[src/sv/odt_queue.sv]
// Small register queue with occupancy count.
module odt_queue #(
  parameter int unsigned WIDTH = 8,
  parameter int unsigned DEPTH = 4
) (
  input  logic                       clk_i,
  input  logic                       rst_ni,
  input  logic                       push_i,
  input  logic [WIDTH-1:0]           wdata_i,
  output logic                       full_o,
  input  logic                       pop_i,
  output logic [WIDTH-1:0]           rdata_o,
  output logic                       empty_o,
  output logic [$clog2(DEPTH+1)-1:0] count_o
);

  localparam int unsigned PW = (DEPTH > 1) ? $clog2(DEPTH) : 1;
  localparam int unsigned CW = $clog2(DEPTH+1);

  logic [WIDTH-1:0] mem_q [DEPTH];
  logic [PW-1:0]    wr_ptr_q, wr_ptr_d, rd_ptr_q, rd_ptr_d;
  logic [CW-1:0]    cnt_q, cnt_d;
  logic             do_push, do_pop;

  assign full_o  = (cnt_q == CW'(DEPTH));
  assign empty_o = (cnt_q == '0);
  assign count_o = cnt_q;
  assign rdata_o = mem_q[rd_ptr_q];
  assign do_push = push_i && !full_o;
  assign do_pop  = pop_i && !empty_o;

  always_comb begin
    wr_ptr_d = wr_ptr_q;
    rd_ptr_d = rd_ptr_q;
    cnt_d    = cnt_q;
    if (do_push) begin
      wr_ptr_d = (wr_ptr_q == PW'(DEPTH-1)) ? '0 : wr_ptr_q + PW'(1);
    end
    if (do_pop) begin
      rd_ptr_d = (rd_ptr_q == PW'(DEPTH-1)) ? '0 : rd_ptr_q + PW'(1);
    end
    if (do_push && !do_pop) begin
      cnt_d = cnt_q + CW'(1);
    end else if (!do_push && do_pop) begin
      cnt_d = cnt_q - CW'(1);
    end
  end

  always_ff @(posedge clk_i or negedge rst_ni) begin
    if (!rst_ni) begin
      wr_ptr_q <= '0;
      rd_ptr_q <= '0;
      cnt_q    <= '0;
    end else begin
      wr_ptr_q <= wr_ptr_d;
      rd_ptr_q <= rd_ptr_d;
      cnt_q    <= cnt_d;
    end
  end

  always_ff @(posedge clk_i) begin
    if (do_push) begin
      mem_q[wr_ptr_q] <= wdata_i;
    end
  end

endmodule

[config.mk]
export PLATFORM = sky130hd
export DESIGN_NAME = odt_queue
export DESIGN_NICKNAME = d
export VERILOG_FILES = /design/src/sv/odt_queue.sv
export SDC_FILE = /design/constraint.sdc
export NUM_CORES = 1
export LEC_CHECK = 0
export ABC_AREA = 0
export BUFFER_PORTS_ARGS = -buffer_cell sky130_fd_sc_hd__buf_2
export CAP_MARGIN = 20
export CORE_MARGIN = 2
export CORE_UTILIZATION = 32
export CTS_CLUSTER_DIAMETER = 200
export DETAILED_ROUTE_END_ITERATION = 8
export GPL_ROUTABILITY_DRIVEN = 0
export PLACE_DENSITY_LB_ADDON = 0.05
export REMOVE_ABC_BUFFERS = 1
export SYNTH_ARGS = -nofsm -noshare
export SYNTH_HDL_FRONTEND = slang
export SYNTH_SLANG_ARGS = --single-unit
[constraint.sdc]
create_clock -name clk_i -period 5.5 [get_ports clk_i]
set_input_delay 1.375 -clock clk_i [delete_from_list [all_inputs] [get_ports clk_i]]
set_output_delay 1.375 -clock clk_i [all_outputs]
set_load 0.005 [all_outputs]
==> results_dict.tcl <==
set metrics [dict create \
    netlist_instances 79 \
    max_stage_delay_ns 0.75 \
    clock-sinks 39 \
    crit_required_ns 4.12 \
    grt_antenna_before_repair 0 \
    power_density_nw_per_um2 502 \
    setup_viol 0 \
    core_area_um2 4820 \
    syn2layout_area_growth_pct 16.5 \
    status "complete, no violations" \
    dp_hpwl_um 1790 \
    swShare 0.300 \
    viasPerCell 4.31 \
    num_vias 755 \
    synth_top_family_by_area "multiplexers" \
    hold_viol 0 \
    grt-ovfl-total 0 \
    die_h_um 75.2 \
    synth-seq-area-share 0.701 \
    crit_chain "mux4_2 -> buf_2" \
    diodes 0 \
    cts_tree "yes" \
    yosysUniqueCellTypes 19 \
    crit_slowest_cell "dfrtp_1" \
    synth.area.top_cells "edfxtp_1, mux4_2, dfrtp_1, ha_1, mux2_2" \
    drt_iter0_markers 46 \
    clk_pin_slew_ns 0.07 \
    layout_min_cycle_time_ns 3.14 \
    yosysWarnings 0 \
    numCtsBuffers 5 \
    num_rows 25 \
    synthArstFlopShare 0.179 \
    p_switching_mw 0.284 \
    cts_root_buf "clkbuf_8" \
    synth.largest_area_cell "edfxtp_1" \
    r2r_setup_slack_ns 3.47 \
    endpoint_kind "output pin" \
    synth_area_um2 1620 \
    place_area_um2 1800 \
    yosys_most_used_dff "edfxtp_1" \
    rsz0062_at_grt "no" \
    min_path_type "reg -> reg" \
    cts_buffer_depth 2 \
    worstMarginPinSlew_ns 0.631 \
    skew_ns 0.00351 \
    intPower_mw 0.663 \
    routedWlPerCell_um 15.0 \
    synth-simple-area-share 0.0541 \
    synthAdderAreaFrac 0.0587 \
    crit_arrival_ns 1.77 \
    ys_top_cells_by_count "edfxtp_1, mux4_2, dfrtp_1" \
    dieArea_um2 5650 \
    pwr-share-seq 0.502 \
    final_max_slew_viol_count 0 \
    crit_fanout 11 \
    first_pass_iters 4 \
    finalNetCount 126 \
    slew_headroom 0.580 \
    synth_top_area_share 0.593 \
    grt_use_total 0.103 \
    antenna_left 0 \
    start_kind "flip-flop" \
    combPwrFrac 0.311 \
    ir_worst_vdd_uv 175 \
    min_period_over_period 0.571 \
    ctsHoldBuffers 0 \
    fill_cells 461 \
    synth-compound-area-share 0 \
    fmax_mhz 318 \
    initial_core_util 0.336 \
    post-route-drc-count 0 \
    die_w_um 75.2 \
    place.port_buffers 24 \
    htree_levels 2 \
    power_leakage_nw 0.705 \
    p_clk_frac 0.187 \
    synth_xor_xnor_area_share 0.0162 \
    ys_seq_elements 39 \
    drive_gt1_frac 0.463 \
    ctsResizeCount 0 \
    path_class "reg -> out" \
    synth-edff-count 32 \
    grt_pass1_vias 781 \
    stdcell_area_um2 1890 \
    postCtsSetupBuffers 0 \
    grt_max_degree 13 \
    wl_um 2620 \
    boundaryPins 25 \
    yosysMostFrequentCell "edfxtp_1" \
    clkLatencyLatePin_ns 0.28 \
    grt_pass1_wl_um 4000 \
    finalSetupTns_ns 0 \
    syn_area_per_cell_um2 20.5 \
    cap_violations 0 \
    utilization 0.392 \
    synthMuxAreaShare 0.151 \
]
## cells in the final DEF, fill, tap and decap left out, drive strengths merged
cell type / instances
and2: 4
buf: 24
clkbuf: 5
clkinv: 2
clkinvlp: 1
dfrtp: 7
edfxtp: 32
fa: 1
ha: 6
inv: 3
mux2: 5
mux4: 8
nand2b: 1
nor2: 3
nor2b: 1
nor3: 1
nor3b: 1
xnor2: 1
xor2: 2
## kinds of logic after synthesis
logic type                 Yosys count
DFF                                 39
buffers and inverters                6
adders and majority gates            7
and+or+nand+nor                     11
xor gates and xnor gates             3
muxes                               13
## critical path, delay by kind of cell, from the launching register on
family | cells | cell delay (ns)
buf+inv | 1 | 0.14
flops | 1 | 0.75
mux | 1 | 0.60
## stage by stage
stage	total power, mW	std cells	setup WS, ns	hold WS [ns]
finish	0.947	175	2.36	0.516
global route	1.02	175	2.22	0.553
CTS	0.965	175	2.31	0.519
detailed placement	0.787	167	2.55	0.507
global placement	0.779	167	2.56	0.500
floorplan	0.669	76	2.80	0.504
## metal layers
layer	share of wire	global-route usage	vias up
li1	-	-	357
met3	0.040	0.0402	2
met1	0.47	0.135	380
met4	0.0088	0.0409	0
met2	0.49	0.156	16
met5	0	0	-
## path summary, 6_finish.rpt
| kind | endpoint | cells after the start | from |
|---|---|---|---|
| setup reg to reg | count_o[2] | 8 | count_o[2] |
| hold reg to reg | count_o[2] | 1 | count_o[2] |
| hold / removal | count_o[2] | 1 | count_o[2] |
| setup / recovery | rdata_o[6] | 2 | rd_ptr_q[0] |
| max in group asynchronous | rd_ptr_q[0] | 1 | rst_ni |
| min in group asynchronous | count_o[2] | 1 | rst_ni |
## power by group through the flow
| stage | Clock [mW] | Combinational, mW | Sequential, mW |
|---|---|---|---|
| finish | 0.177 | 0.294 | 0.475 |
| global route | 0.199 | 0.333 | 0.489 |
| CTS | 0.184 | 0.302 | 0.480 |
| detailed placement | 0 | 0.301 | 0.486 |
| global placement | 0 | 0.297 | 0.482 |
| floorplan | 0 | 0.206 | 0.463 |
## layout make-up
type	count	area [µm²]	share of cell area
flip-flops and latches	39	1140	0.602
repair buffers	24	120	0.0636
clock inverters	3	15.0	0.00795
well taps	67	83.8	0.0444
inverters	3	11.3	0.00596
clock buffers	5	68.8	0.0364
multi-input cells	34	453	0.240
## sequential cells by signal (all words and copies together) (netlist names)
name / flops
count_o: 3
wr_ptr_q: 2
rd_ptr_q: 2
mem_q: 32
Power figures use the tool's default switching activity.
