[src/sv/odt_pkg.sv]
// Shared types and constants for the ordered dither threshold block.
package odt_pkg;

  // Default threshold store depth.
  localparam int unsigned MAX_ENTRIES_DEF = 1024;

  // Queue depths between the front and the back, and ahead of the result ports.
  localparam int unsigned MID_DEPTH = 4;
  localparam int unsigned OUT_DEPTH = 8;

  // Field widths.
  localparam int unsigned PIX_W   = 8;
  localparam int unsigned SIZE_W  = 8;
  localparam int unsigned DIV_W   = 39;
  localparam int unsigned IW_W    = 16;
  localparam int unsigned EIDX_W  = 10;
  localparam int unsigned EVAL_W  = 31;
  localparam int unsigned CIDX_W  = 2;
  localparam int unsigned PROD_W  = 47;

  localparam logic [PIX_W-1:0] PIX_FULL     = 8'hFF;
  localparam logic [PIX_W-1:0] PIX_ZERO     = 8'h00;
  localparam logic [15:0]      ENTRY_SCALE  = 16'd65280;

  // Configuration register indexes.
  typedef enum logic [CIDX_W-1:0] {
    CFG_MATRIX_WIDTH  = 2'd0,
    CFG_MATRIX_HEIGHT = 2'd1,
    CFG_DIVISOR_Q8    = 2'd2,
    CFG_IMAGE_WIDTH   = 2'd3
  } cfg_idx_e;

  // Work classes handed from the front to the back.
  typedef enum logic [1:0] {
    OP_SKIP  = 2'd0,
    OP_LOAD  = 2'd1,
    OP_PIXEL = 2'd2
  } op_e;

  typedef struct packed {
    logic [SIZE_W-1:0] matrix_width;
    logic [SIZE_W-1:0] matrix_height;
    logic [DIV_W-1:0]  divisor_q8;
    logic [IW_W-1:0]   image_width;
  } cfg_t;

  typedef struct packed {
    op_e               op;
    logic [PIX_W-1:0]  pix_inv;   // 255 - pixel
    logic [EVAL_W-1:0] value;
  } cmd_t;

endpackage

[src/sv/odt_front.sv]
// Front end: classify input beats and track the raster and matrix position.
module odt_front #(
  parameter int unsigned MAX_ENTRIES = odt_pkg::MAX_ENTRIES_DEF
) (
  input  logic                              clk_i,
  input  logic                              rst_ni,
  input  odt_pkg::cfg_t                     cfg_i,
  input  logic                              accept_i,
  input  logic                              func_i,
  input  logic [odt_pkg::PIX_W-1:0]         pixel_value_i,
  input  logic                              frame_start_i,
  input  logic [odt_pkg::EIDX_W-1:0]        entry_index_i,
  input  logic [odt_pkg::EVAL_W-1:0]        entry_value_i,
  output logic                              cmd_valid_o,
  output odt_pkg::cmd_t                     cmd_o,
  output logic [$clog2(MAX_ENTRIES)-1:0]    cmd_addr_o
);
  import odt_pkg::*;

  localparam int unsigned AW = $clog2(MAX_ENTRIES);

  logic [IW_W-1:0]   lp_q, lp_d, lp_cur;
  logic [6:0]        pc_q, pc_d, pc_cur;
  logic [6:0]        pr_q, pr_d, pr_cur;
  logic [AW-1:0]     rb_q, rb_d, rb_cur;
  logic [AW-1:0]     addr_q, addr_d, addr_cur;

  logic [SIZE_W-1:0] mw, mh;
  logic [IW_W-1:0]   iw;
  logic [IW_W:0]     lp_inc;
  logic [7:0]        pc_inc, pr_inc;
  logic [AW:0]       rb_sum, addr_inc;
  logic [AW-1:0]     mw_mod;
  logic [AW-1:0]     mod_tab [256];
  logic [31:0]       eidx_ext;

  // Matrix width modulo store depth, as a constant table.
  for (genvar g = 0; g < 256; g++) begin : g_mod
    assign mod_tab[g] = AW'(g % MAX_ENTRIES);
  end

  always_comb begin
    if (cfg_i.matrix_width == '0) begin
      mw = SIZE_W'(1);
    end else if (cfg_i.matrix_width > SIZE_W'(128)) begin
      mw = SIZE_W'(128);
    end else begin
      mw = cfg_i.matrix_width;
    end
    if (cfg_i.matrix_height == '0) begin
      mh = SIZE_W'(1);
    end else if (cfg_i.matrix_height > SIZE_W'(128)) begin
      mh = SIZE_W'(128);
    end else begin
      mh = cfg_i.matrix_height;
    end
    iw     = (cfg_i.image_width == '0) ? IW_W'(1) : cfg_i.image_width;
    mw_mod = mod_tab[mw];
  end

  // Position update for a pixel beat.
  always_comb begin
    lp_cur   = frame_start_i ? '0 : lp_q;
    pc_cur   = frame_start_i ? '0 : pc_q;
    pr_cur   = frame_start_i ? '0 : pr_q;
    rb_cur   = frame_start_i ? '0 : rb_q;
    addr_cur = frame_start_i ? '0 : addr_q;

    lp_inc   = {1'b0, lp_cur} + (IW_W+1)'(1);
    pc_inc   = {1'b0, pc_cur} + 8'd1;
    pr_inc   = {1'b0, pr_cur} + 8'd1;
    rb_sum   = {1'b0, rb_cur} + {1'b0, mw_mod};
    addr_inc = {1'b0, addr_cur} + (AW+1)'(1);

    lp_d   = lp_q;
    pc_d   = pc_q;
    pr_d   = pr_q;
    rb_d   = rb_q;
    addr_d = addr_q;

    if (accept_i && func_i) begin
      if (lp_inc >= {1'b0, iw}) begin
        lp_d = '0;
        pc_d = '0;
        if (pr_inc >= mh) begin
          pr_d   = '0;
          rb_d   = '0;
          addr_d = '0;
        end else begin
          pr_d = pr_inc[6:0];
          if (rb_sum >= (AW+1)'(MAX_ENTRIES)) begin
            rb_d = AW'(rb_sum - (AW+1)'(MAX_ENTRIES));
          end else begin
            rb_d = rb_sum[AW-1:0];
          end
          addr_d = rb_d;
        end
      end else begin
        lp_d = lp_inc[IW_W-1:0];
        rb_d = rb_cur;
        pr_d = pr_cur;
        if (pc_inc >= mw) begin
          pc_d   = '0;
          addr_d = rb_cur;
        end else begin
          pc_d   = pc_inc[6:0];
          addr_d = (addr_inc == (AW+1)'(MAX_ENTRIES)) ? '0 : addr_inc[AW-1:0];
        end
      end
    end
  end

  // Classify the beat for the back end.
  always_comb begin
    eidx_ext        = 32'(entry_index_i);
    cmd_valid_o     = accept_i;
    cmd_o.pix_inv   = PIX_FULL - pixel_value_i;
    cmd_o.value     = entry_value_i;
    if (func_i) begin
      cmd_o.op   = OP_PIXEL;
      cmd_addr_o = addr_cur;
    end else begin
      cmd_o.op   = (eidx_ext < 32'(MAX_ENTRIES)) ? OP_LOAD : OP_SKIP;
      cmd_addr_o = eidx_ext[AW-1:0];
    end
  end

  always_ff @(posedge clk_i or negedge rst_ni) begin
    if (!rst_ni) begin
      lp_q   <= '0;
      pc_q   <= '0;
      pr_q   <= '0;
      rb_q   <= '0;
      addr_q <= '0;
    end else begin
      lp_q   <= lp_d;
      pc_q   <= pc_d;
      pr_q   <= pr_d;
      rb_q   <= rb_d;
      addr_q <= addr_d;
    end
  end

endmodule

[config.mk]
export PLATFORM = sky130hd
export DESIGN_NAME = odt_front
export DESIGN_NICKNAME = d
export VERILOG_FILES = /design/src/sv/odt_pkg.sv /design/src/sv/odt_front.sv
export SDC_FILE = /design/constraint.sdc
export NUM_CORES = 1
export LEC_CHECK = 0
export CORE_MARGIN = 5
export CORE_UTILIZATION = 35
export CTS_BUF_LIST = sky130_fd_sc_hd__clkbuf_8
export DETAILED_ROUTE_END_ITERATION = 6
export DONT_BUFFER_PORTS = 1
export GPL_TIMING_DRIVEN = 0
export PLACE_DENSITY_LB_ADDON = 0.1
export RECOVER_POWER = 25
export SYNTH_ARGS = -nofsm -noshare
export SYNTH_HDL_FRONTEND = slang
export SYNTH_SLANG_ARGS = --single-unit
[constraint.sdc]
create_clock -name clk_i -period 4.3 [get_ports clk_i]
set_clock_uncertainty 0.2 [all_clocks]
set_input_delay 0.645 -clock clk_i [delete_from_list [all_inputs] [get_ports clk_i]]
set_output_delay 0.645 -clock clk_i [all_outputs]
set_load 0.01 [all_outputs]
==> results_dict.tcl <==
set metrics [dict create \
    initial_core_util_pct 35.7 \
    dr.pass1.iters 4 \
    max_freq_mhz 239 \
    synth-seq-area-share_pct 26.6 \
    path_buf_inv 6 \
    hold_path.startpoint "rb_q[1]" \
    drt_iter0_markers 267 \
    syn_inst 587 \
    finalCriticalPeriod_ns 4.19 \
    tightest_slew_ns 2.45 \
    clk_path_buf_depth 2 \
    cap_violations 1 \
    post-route-period-util_pct 97.5 \
    vias_per_cell 5.48 \
    routed_wl_mm 14.4 \
    p_per_area_nw_per_um2 218 \
    synth_edf_count 0 \
    finalWeightedCongestion 0.877 \
    r2r_end "pc_q[6]" \
    syn_area_per_cell_um2 8.02 \
    ys_warn_count 0 \
    hp-class "reg2reg" \
    route.met3.wl_um 876 \
    final_cell_mix "66 x nand2_1, 50 x dfrtp_1, 49 x buf_4, 43 x inv_1, 43 x ha_1" \
    synth_nets 757 \
    critPathMaxFanout 10 \
    die_y_um 126 \
    grt_max_degree 51 \
    p_int_w 0.000794 \
    met2_length_mm 7.02 \
    synth.distinct_cells 59 \
    drt-wirelength-per-cell_um 18.2 \
    crit_top_cell "buf_6" \
    final_antenna_net_count 0 \
    htree_levels 2 \
    tns_ns 0 \
    p_switching_w 0.000381 \
    antenna_found_initial 1 \
    rows 42 \
    die_w_um 126 \
    area_delta_synth_final_pct 14.8 \
    start_kind "primary input" \
    ios 177 \
    io_buffer_count 0 \
    path_clk_slew_ns 0.11 \
    synth_ff_type "dfrtp_1" \
    highest_layer "met4" \
    setup-violations-final 0 \
    hold_viol_final 0 \
    cts-root-buf "clkbuf_8" \
    final_core_util_pct 41.0 \
    reg2reg_depth 18 \
    cts_tree "built" \
    power_frac_clock_pct 30.0 \
    layout.cells.non_filler 792 \
    drc 0 \
    seqPwrFrac_pct 44.7 \
    drv_slew 51 \
    grt.total_usage_pct 17.4 \
    crit_family "simple AND/OR/NAND/NOR gates" \
    hold_end "rb_q[1]" \
    slowest_delay_ns 0.30 \
    swShare_pct 32.4 \
    placed_cells 763 \
    die_area_um2 15900 \
    path_cells "buf_8 > clkbuf_16 > buf_12 > nor2b_4 > ha_2 > and4_1 > buf_6 > nand4_1 > nor2_2 > xnor2_1 > nor2_1 > ha_1 > a21o_1 > a211o_1 > a31oi_4 > o22ai_4 > buf_6 > nor4_4 > buf_6 > nand2_1 > o21ai_1" \
    synth.ff_latch_count 50 \
    relSlewSlack_pct -63.1 \
    coreArea_um2 13200 \
    cpMaxStageDelayCell "ha_1" \
    grt_first_pass_wirelength_mm 22.2 \
    overflow 0 \
    cp.required_ns 4.33 \
    outcome "complete, but fails checks" \
    final_layout_size_suffix_gt1_share_pct 16.4 \
    comb_power_share_pct 25.3 \
    cts_num_sinks 50 \
    numCtsBuffers 5 \
    peakVddDrop_mv 0.128 \
    setup_ws_ns 0.109 \
    pre_cts_ws_ns -0.793 \
    critPathKind "in2reg" \
    clk_latency_ns 0.33 \
    cp-end-kind "flop" \
    final_common_cell "nand2_1" \
    p_leak_nw 2.57 \
    synth-async-reset-ratio_pct 100 \
    synth_area_um2 4710 \
    nets 784 \
    grt_pass1_vias 4140 \
    vias 4342 \
    wl_met1_mm 6.34 \
    violations "capacitance limit, slew limit" \
    reg2reg_from "lp_q[0]" \
    hpwlAfterDp_mm 11.1 \
    cp.arrival_ns 4.23 \
    whs_path_depth 2 \
    rrSetupSlack_ns 0.22 \
    finalPower_w 0.00118 \
]
## tightest hold or removal path, stage by stage (launching register included)
cell and delay (ns):
dfrtp_1 0.36, nand2_1 0.05, o21ai_0 0.06
## layout make-up
type / count / area (um2)
Timing Repair Buffer: 20 / 175
Antenna cell: 1 / 2.50
Inverter: 43 / 161
Buffer: 55 / 403
Clock buffer: 5 / 68.8
Fill cell: 1336 / 7790
Multi-Input combinational cell: 439 / 3080
Sequential cell: 50 / 1250
Clock inverter: 3 / 41.3
Tap cell: 176 / 220
## synthesized netlist by cell type (6+ instances only)
cell,count,area share [%]
xor2_1,10,1.9
a21oi_1,22,2.3
nand2_1,67,5.3
nor2b_1,28,3.7
mux2i_1,6,1.3
buf_4,33,5.3
a22o_1,16,3.0
ha_1,44,12
and2_1,10,1.3
nand3_1,34,3.6
nand4_1,11,1.5
clkbuf_1,13,1.0
nor2_1,39,3.1
dfrtp_1,50,27
nor4_1,10,1.3
o211ai_1,8,1.3
o21ai_0,29,3.1
nor3_1,7,0.74
xnor2_1,16,3.0
mux2_2,7,1.7
inv_1,42,3.4
## worst max path at each step
| stage | endpoint | start | slack [ns] | cells past startpoint |
|---|---|---|---|---|
| 3_3_place_gp | addr_q[5] | frame_start_i | -0.72 | 19 |
| 6_report | pc_q[6] | frame_start_i | 0.11 | 21 |
| 2_1_floorplan | pr_q[6] | frame_start_i | 0.03 | 19 |
| 4_1_cts | lp_q[8] | frame_start_i | 0.006 | 20 |
| 5_1_grt | pc_q[4] | frame_start_i | -0.02 | 21 |
| 3_5_place_dp | addr_q[5] | frame_start_i | -0.79 | 19 |
## cell families (layout without fill, tap and decap cells)
| kind of cell | Yosys count | count (layout) | share of synthesized area (%) |
|---|---|---|---|
| adders and majority gates | 45 | 45 | 12.1 |
| AOI/OAI and AO/OA | 126 | 126 | 18.8 |
| buffers and inverters | 98 | 126 | 10.6 |
| xor gates and xnor gates | 26 | 26 | 4.84 |
| DFF | 50 | 50 | 26.6 |
| muxes | 13 | 13 | 2.95 |
| other | 0 | 1 | 0 |
| and+or+nand+nor | 229 | 229 | 24.1 |
## power groups by stage
stage               logic (W)  registers (W)  clock network [W]
floorplan            0.000209       0.000524                  0
global placement     0.000263       0.000533                  0
detailed placement   0.000267       0.000533                  0
CTS                  0.000294       0.000524           0.000359
global route         0.000331       0.000529           0.000380
finish               0.000297       0.000526           0.000353
## repair_timing
item | in CTS | in global routing
resized for setup | 16 | 18
hold buffers | 2 | 0
pin swaps | 6 | 9
endpoints found under the hold margin | 50 | 0
buffers inserted | 10 | 8
setup endpoints to repair | 50 | 49
## registers in the layout, summed over array words and instances (netlist names)
name and count:
pc_q 7, addr_q 10, pr_q 7, rb_q 10, lp_q 16
## stage by stage
stage                     hold WS, ns  cell area [um2]
after floorplan                 0.149             4770
after global placement          0.152             4990
after detailed placement        0.152             4990
after CTS                       0.299             5300
after global routing            0.308             5400
final                           0.296             5400
## metal layers
layer / track usage [%] / up-vias
met5: 0 / -
met4: 3.28 / 0
met3: 3.39 / 15
met2: 29.4 / 135
met1: 23.4 / 2100
li1: - / 2092
Note: power is estimated with default switching activity, not from simulation.
